`config.mk`:
```
export PLATFORM = sky130hd
export DESIGN_NAME = lrev_ctrl
export DESIGN_NICKNAME = d
export VERILOG_FILES = /design/src/hdl/lrev_pkg.sv /design/src/hdl/lrev_ctrl.sv
export SDC_FILE = /design/constraint.sdc
export NUM_CORES = 1
export LEC_CHECK = 0
export CORE_AREA = 2 2 39 41
export CTS_BUF_LIST = sky130_fd_sc_hd__clkbuf_2 sky130_fd_sc_hd__clkbuf_4 sky130_fd_sc_hd__clkbuf_8
export DETAILED_ROUTE_END_ITERATION = 16
export DIE_AREA = 0 0 41 43
export DONT_BUFFER_PORTS = 1
export SLEW_MARGIN = 10
export SYNTH_ARGS = -nofsm -noshare
export SYNTH_HDL_FRONTEND = slang
export SYNTH_SLANG_ARGS = --single-unit
```
`constraint.sdc`:
```
create_clock -name clk -period 0.8 [get_ports clk]
set_input_delay 0.04 -clock clk [delete_from_list [all_inputs] [get_ports clk]]
set_output_delay 0.04 -clock clk [all_outputs]
set_load 0.01 [all_outputs]
```
`src/hdl/lrev_pkg.sv`:
```
// ----------------------------------------------------------------------------
// lrev_pkg: shared types and constants for the lidar revolution assembler
// Holds the transfer structs, status codes, controller states and the
// command/status bundles between controller and datapath.
// ----------------------------------------------------------------------------
package lrev_pkg;

  // Default geometry of one revolution
  localparam int unsigned CHANNELS_DEF = 16;
  localparam int unsigned PACKETS_DEF  = 128;
  localparam int unsigned POINTS_DEF   = 2048;

  // Width of the frame epoch mark kept beside every stored point
  localparam int unsigned EPOCH_W = 8;

  // Range pattern returned for a point that was never received (+infinity)
  localparam logic [31:0] INF_BITS = 32'h7F80_0000;

  // Per-item status codes
  typedef enum logic [1:0] {
    ST_OK    = 2'd0,
    ST_STALE = 2'd1,
    ST_DUP   = 2'd2,
    ST_RANGE = 2'd3
  } status_t;

  // Input item
  typedef struct packed {
    logic        cmd;
    logic [15:0] rotation_count;
    logic [15:0] rotation_hz;
    logic [31:0] stamp_seconds;
    logic [31:0] stamp_fraction;
    logic [15:0] first_point;
    logic [3:0]  channel;
    logic [31:0] range_bits;
    logic [31:0] intensity_bits;
    logic [10:0] read_index;
  } in_t;

  // Result item
  typedef struct packed {
    logic [1:0]  status;
    logic        frame_complete;
    logic [7:0]  packets_held;
    logic [31:0] discarded_total;
    logic [15:0] rotation_now;
    logic [15:0] rotation_hz_now;
    logic [31:0] stamp_seconds_now;
    logic [31:0] stamp_fraction_now;
    logic [31:0] range_out;
    logic [31:0] intensity_out;
  } out_t;

  // Controller states
  typedef enum logic [2:0] {
    S_INIT,   // sweep epoch marks after reset
    S_IDLE,   // wait for start
    S_EXEC,   // judge and store a point, or launch a read
    S_READ,   // finish a read from the stores
    S_WRAP    // sweep epoch marks before the epoch wraps
  } state_t;

  // Commands from controller to datapath
  typedef struct packed {
    logic capture;      // latch the input item
    logic exec;         // perform the item's work
    logic read_fin;     // form the read result from memory data
    logic sweep;        // write one epoch mark to zero
    logic epoch_clear;  // restart epoch numbering after a sweep
  } ctrl_cmd_t;

  // Status from datapath to controller
  typedef struct packed {
    logic is_read;      // latched item is a read
    logic need_wrap;    // item restarts the frame with the epoch at its top
    logic sweep_last;   // sweep is at the last entry
  } dp_status_t;

endpackage

```
`src/hdl/lrev_ctrl.sv`:
```
// ----------------------------------------------------------------------------
// lrev_ctrl: sequencing controller
// Accepts one item at a time, steps it through execute and read phases and
// runs the epoch mark sweeps after reset and before an epoch wrap.
// ----------------------------------------------------------------------------
module lrev_ctrl (
  input  logic                   clk,
  input  logic                   rst,
  input  logic                   start,
  input  lrev_pkg::dp_status_t   dp_stat,
  output lrev_pkg::ctrl_cmd_t    cmd,
  output logic                   busy,
  output logic                   done
);
  import lrev_pkg::*;

  state_t state;
  state_t state_next;
  logic   done_next;

  // State register and result strobe
  always_ff @(posedge clk) begin
    if (rst) begin
      state <= S_INIT;
      done  <= 1'b0;
    end else begin
      state <= state_next;
      done  <= done_next;
    end
  end

  // Next state
  always_comb begin
    state_next = state;
    unique case (state)
      S_INIT: begin
        if (dp_stat.sweep_last) state_next = S_IDLE;
      end
      S_IDLE: begin
        if (start) state_next = S_EXEC;
      end
      S_EXEC: begin
        if (dp_stat.is_read) begin
          state_next = S_READ;
        end else if (dp_stat.need_wrap) begin
          state_next = S_WRAP;
        end else begin
          state_next = S_IDLE;
        end
      end
      S_READ: begin
        state_next = S_IDLE;
      end
      S_WRAP: begin
        if (dp_stat.sweep_last) state_next = S_EXEC;
      end
      default: state_next = S_INIT;
    endcase
  end

  // Outputs
  always_comb begin
    cmd       = '0;
    busy      = 1'b1;
    done_next = 1'b0;
    unique case (state)
      S_INIT: begin
        cmd.sweep = 1'b1;
      end
      S_IDLE: begin
        busy        = 1'b0;
        cmd.capture = start;
      end
      S_EXEC: begin
        if (dp_stat.is_read || !dp_stat.need_wrap) begin
          cmd.exec = 1'b1;
        end
        done_next = !dp_stat.is_read && !dp_stat.need_wrap;
      end
      S_READ: begin
        cmd.read_fin = 1'b1;
        done_next    = 1'b1;
      end
      S_WRAP: begin
        cmd.sweep       = 1'b1;
        cmd.epoch_clear = dp_stat.sweep_last;
      end
      default: begin
        busy = 1'b1;
      end
    endcase
  end

  // A transfer in always makes the block busy on the next cycle
  a_accept_busy: assert property (@(posedge clk) disable iff (rst)
    start && !busy |=> busy)
    else $error("accepted item did not raise busy");

  // A result only follows a cycle of work
  a_done_after_work: assert property (@(posedge clk) disable iff (rst)
    done |-> $past(busy))
    else $error("result strobe without preceding work");

  // No execution and sweep at once
  a_exec_sweep: assert property (@(posedge clk) disable iff (rst)
    !(cmd.exec && cmd.sweep))
    else $error("execute and sweep overlap");

endmodule

```
======== Yosys cells after proc, flatten, opt, wreduce, memory -nomap -nowiden ========
Index checks and enable logic that the tools add are counted.
operators by class
  muxes and demuxes ....................... 14
  equality and inequality tests ........... 7
  reduce and logical (&&, ||, !) cells .... 7
operators with widths
  kind                count
  $mux 3              5
  $pmux 3 s5          1
  $mux 1              7
  $eq 3x2->1 const B  2
  $ne 2x2->1 const B  3
  $eq 3x1->1 const B  1
  $eq 3x3->1 const B  1
  $logic_not 3->1     1
  $reduce_and 3->1    1
  $logic_not 1->1     2
  $pmux 1 s2          1
  $reduce_or 2->1     1
  $logic_and 1x1->1   1
  $logic_or 1x1->1    1
storage, ports and cells
  register bits ........................... 4
  output and inout bits ................... 7
  word-level logic and storage cells ...... 30

======== Depth between registers and ports, before layout ========
  word-level depth ........................ 4
  gate-level depth with buffers ........... 4
  mapped depth without buffers ............ 3

======== Worst setup path after synthesis ========
OpenSTA, ideal clock, no wires.
  kind .................................... register -> output
  start ................................... register state[1]
  end ..................................... output port cmd[4] (netlist name)
  stages on the path, launching flop included .. 4
  data arrival time ....................... 0.926 ns
  path buffers ............................ 1
  slack ................................... -0.166 ns
  data required time ...................... 0.760 ns
  path through ............................ dfxtp_1 > buf_6 > or3_4 > nor2_2
RTL lines
  element                 RTL line         text
  start, declared         lrev_ctrl.sv:17  state_t state;
  start signal, assigned  lrev_ctrl.sv:27  state <= state_next;
  end, declared           lrev_ctrl.sv:11  output lrev_pkg::ctrl_cmd_t cmd,

==> results <==
- For this run, the total global-route usage over all layers was measured as a little over a tenth.
- The mean area per synthesized cell is between 7 and 8 sq um.
- Dividing the final minimum period by the clock period gives 146%.
- The post-placement setup slack is -0.170 ns.
- The arrival time at the worst endpoint is about 1.1 ns.
- The most common cell in the netlist is sky130_fd_sc_hd__nor2_1.
- The worst pin sits at a relative slew slack of 86.5%.
- The synthesized design devotes to its leading area cell type between 30% and 40% of total area.
- Counting every sink on the clock net gives 4.
- The tightest min-delay check is of the primary input to flip-flop type.
- The longest clock path from root to sink contains 2 buffers.
- Summing all placed instances gives a cell area of 317 sq um.
- Max-cap violations in this run came to 0.
- At the end of the flow, the number of nets in the layout was 52.
- Synthesis produced 32 cells.
- In the final layout, the share of cells above drive strength 1 is 59.1%.
- The fraction of synthesis flops using an asynchronous set or reset pin is 0%.
- After synthesis, the cell types taking the most area are sky130_fd_sc_hd__dfxtp_1 (32%), sky130_fd_sc_hd__buf_6 (9.0%), sky130_fd_sc_hd__nor2_1 (7.5%).
- Timing would allow up to between 0.8 and 0.9 GHz.
- The setup check on the worst reg-to-reg path leaves a slack of -0.20 ns.
- The netlist area before placement is 250 sq um.
- The most frequently used flop master after synthesis is sky130_fd_sc_hd__dfxtp_1.
- Across all layers, the routed design uses 278 vias.
- The number of levels the H-tree was split into is 1.
- Setup slack on the critical path of the routed design comes to -0.364 ns.
- The vertical die dimension is around 43 microns.
- Using the TritonRoute via totals, the vias-per-cell ratio works out to 4.63.
- The number of nets handed over by synthesis was 38.
- The family with the most delay on the worst path is simple AND/OR/NAND/NOR gates.
- The final weighted congestion in routability-driven placement is 0.692.
- Setup violations remaining at the end of the flow were counted as 10.
- With fillers left out, the area of the finished cells amounts to 432 sq um.
- The full die area is approximately 1800 sq um.
- The effective utilization at floorplan is around 18%.
- Traced cell by cell, the critical path runs through inv_2 > or3_4 > nor2_4.
- The final core utilization is 31.2%.
- The number of global-route vias before repair is 286.
- After clock tree synthesis, the clock-pin slew on the worst setup and hold paths is 0.04 ns.
- The count of port buffers added during placement is 0.
- The total overflow left after global routing is 0.
- The total count of hold-check failures in the final report is 0.
- The final number of max-transition violations is 0.
- The worst setup path is launched from a flip-flop.
- Setup total negative slack on the finished layout was measured at -2.01 ns.
- The number of buffers created by CTS is 3.
- The region available for standard cell placement spans 1380 sq um.
- The category of the most critical setup path is flip-flop to output pin.
- The number of buffers and inverters on the critical path is 1.
- The flip-flop and latch count after synthesis is 4.
- The detailed router's first-iteration violation count is 9.
- The count of flip-flops with a built-in enable after synthesis is 0.
- The pin count of the biggest net entering global routing is 10.
- After detailed routing, the average wire length per cell comes to 13.8 microns.
- The CTS tree is yes.
- Fill cells in the final layout number 152.
- Summing all multi-input logic gate instances after layout gives between 150 and 200 sq um.
- The maximum vdd ir drop is between 0.0005 and 0.0006 V.
- In this run the worst path has a maximum fanout of 2.
- The antenna violation net count after detailed routing is 0.
- For the worst setup path, the data required time is 0.76 ns.
- Setup repair after global routing could not meet its margin everywhere.
- On the worst path, the slowest cell contributes a delay of 0.40 ns.
- The part of the Yosys area used for sequential elements is 32.0%.
- For the worst-skew pair, the clock arrives at the later sink with an insertion delay of 0.24 ns.
- The initial antenna violation count is 0.
- After synthesis, the most frequently instantiated cells are sky130_fd_sc_hd__nor2_1 (5), sky130_fd_sc_hd__dfxtp_1 (4), sky130_fd_sc_hd__inv_1 (3).
- The antenna diode count is 0.
- The half-perimeter wire length after placement is 459 microns.
- The first global-routing pass estimated 1200 microns of wire.
- For the pin with the worst max-slew slack, the measured transition is roughly 0.20 ns.
- The number of core rows is 14.
- The worst setup path is captured at an output pin.
- After detailed routing, the number of remaining DRC violations is 0.
- The total routed wirelength is 828 microns.
- The largest total area in the synthesized netlist belongs to sky130_fd_sc_hd__dfxtp_1.
- The overall power is about 0.00066 W.
- The library cell contributing the largest single delay on the critical path is sky130_fd_sc_hd__or3_4.
- The checks that failed: setup timing.
- The clock arrives with 0.00742 ns of skew.
- In this run the static leakage power is approximately 0.16 nW.
- The layout overhead on the synthesized area is 72.5%.
- The number of primary I/O pins is 13.
- The area taken by flip-flops and latches is 86.3 sq um.
- The die width is 41 microns.
- The power per unit of standard cell area is 1520 nW/um^2.
- The count of warnings emitted by yosys is 0.
- The root buffer cell is sky130_fd_sc_hd__clkbuf_4.
- The run finished, with violations left.
- The worst path in the final design needs a cycle of between 1 and 1.5 ns, including I/O delays and setup.
- For this run, the detailed router's first-pass iteration total came to 2.
- The number of library cell types mapped by synthesis is 18.
==> final timing paths <==
| check | from | to | cells past startpoint |
|---|---|---|---|
| setup / recovery | state[0]$_SDFFE_PP0P_ | cmd[4] | 3 |
| hold / removal | dp_stat[2] | done$_SDFF_PP0_ | 3 |
| setup reg to reg | state[2]$_SDFFE_PP0P_ | state[1]$_SDFFE_PP0P_ | 5 |
| hold reg to reg | state[1]$_SDFFE_PP0P_ | state[1]$_SDFFE_PP0P_ | 2 |
==> cells by family after synthesis <==
family	count (synthesis)	share of synthesized area [%]
flops	4	32.0
compound gates	8	22.0
buf+inv	5	13.5
simple gates	15	32.5
==> cell type report <==
class	count	share of cell area, %
repair buffers	11	21.7
clock buffers	3	5.22
multi-input cells	23	45.8
inverters	3	2.61
flip-flops and latches	4	20.0
well taps	16	4.64
==> tightest hold or removal path: cells and delay by family <==
kind	cells	cell delay, ns
AND/OR/NAND/NOR	3	0.17
==> metal layers <==
layer	track usage (%)	part of all wire, %	vias up
li1	-	-	138
met1	10.6	37	126
met2	15.3	55	11
met3	5.76	5.7	3
met4	10.0	1.8	0
met5	0	0	-
==> stage by stage <==
stage,cells,hold slack (ns)
after global placement,52,0.109
after floorplan,32,0.105
after CTS,59,0.00427
after detailed placement,52,0.111
final,60,0.0142
after global routing,60,0.0342
==> power by group <==
part	leakage (nW)	total [W]	switching (W)	internal (W)
Clock	0.0138	0.000263	0.0000942	0.000169
Sequential	0.0341	0.000218	0.00000948	0.000209
Combinational	0.108	0.000177	0.0000910	0.0000855
Total	0.156	0.000657	0.000195	0.000463
==> cells in the final DEF (no fill, tap or decap), drive strengths merged <==
| cell | instances |
|---|---|
| a211oi | 2 |
| a2bb2oi | 1 |
| a31oi | 1 |
| and3 | 1 |
| buf | 8 |
| clkbuf | 3 |
| dfxtp | 4 |
| dlygate4sd3 | 3 |
| inv | 3 |
| nand2 | 1 |
| nand2b | 2 |
| nand3 | 1 |
| nor2 | 6 |
| nor3 | 2 |
| nor3b | 1 |
| o211ai | 1 |
| o21ai | 2 |
| o31ai | 1 |
| or3 | 1 |
==> flip-flops by register name (all words and copies together) (netlist names) <==
signal / flops
done: 1
state: 3
==> timing repair <==
action / in CTS / in global routing
resized for setup: 12 / 5
hold buffers: 3 / 0
setup buffers: 2 / 1
endpoints found under the setup margin: 10 / 10
pin swaps: 5 / 2
hold endpoints to repair: 4 / 0
Power figures use the tool's default switching activity.
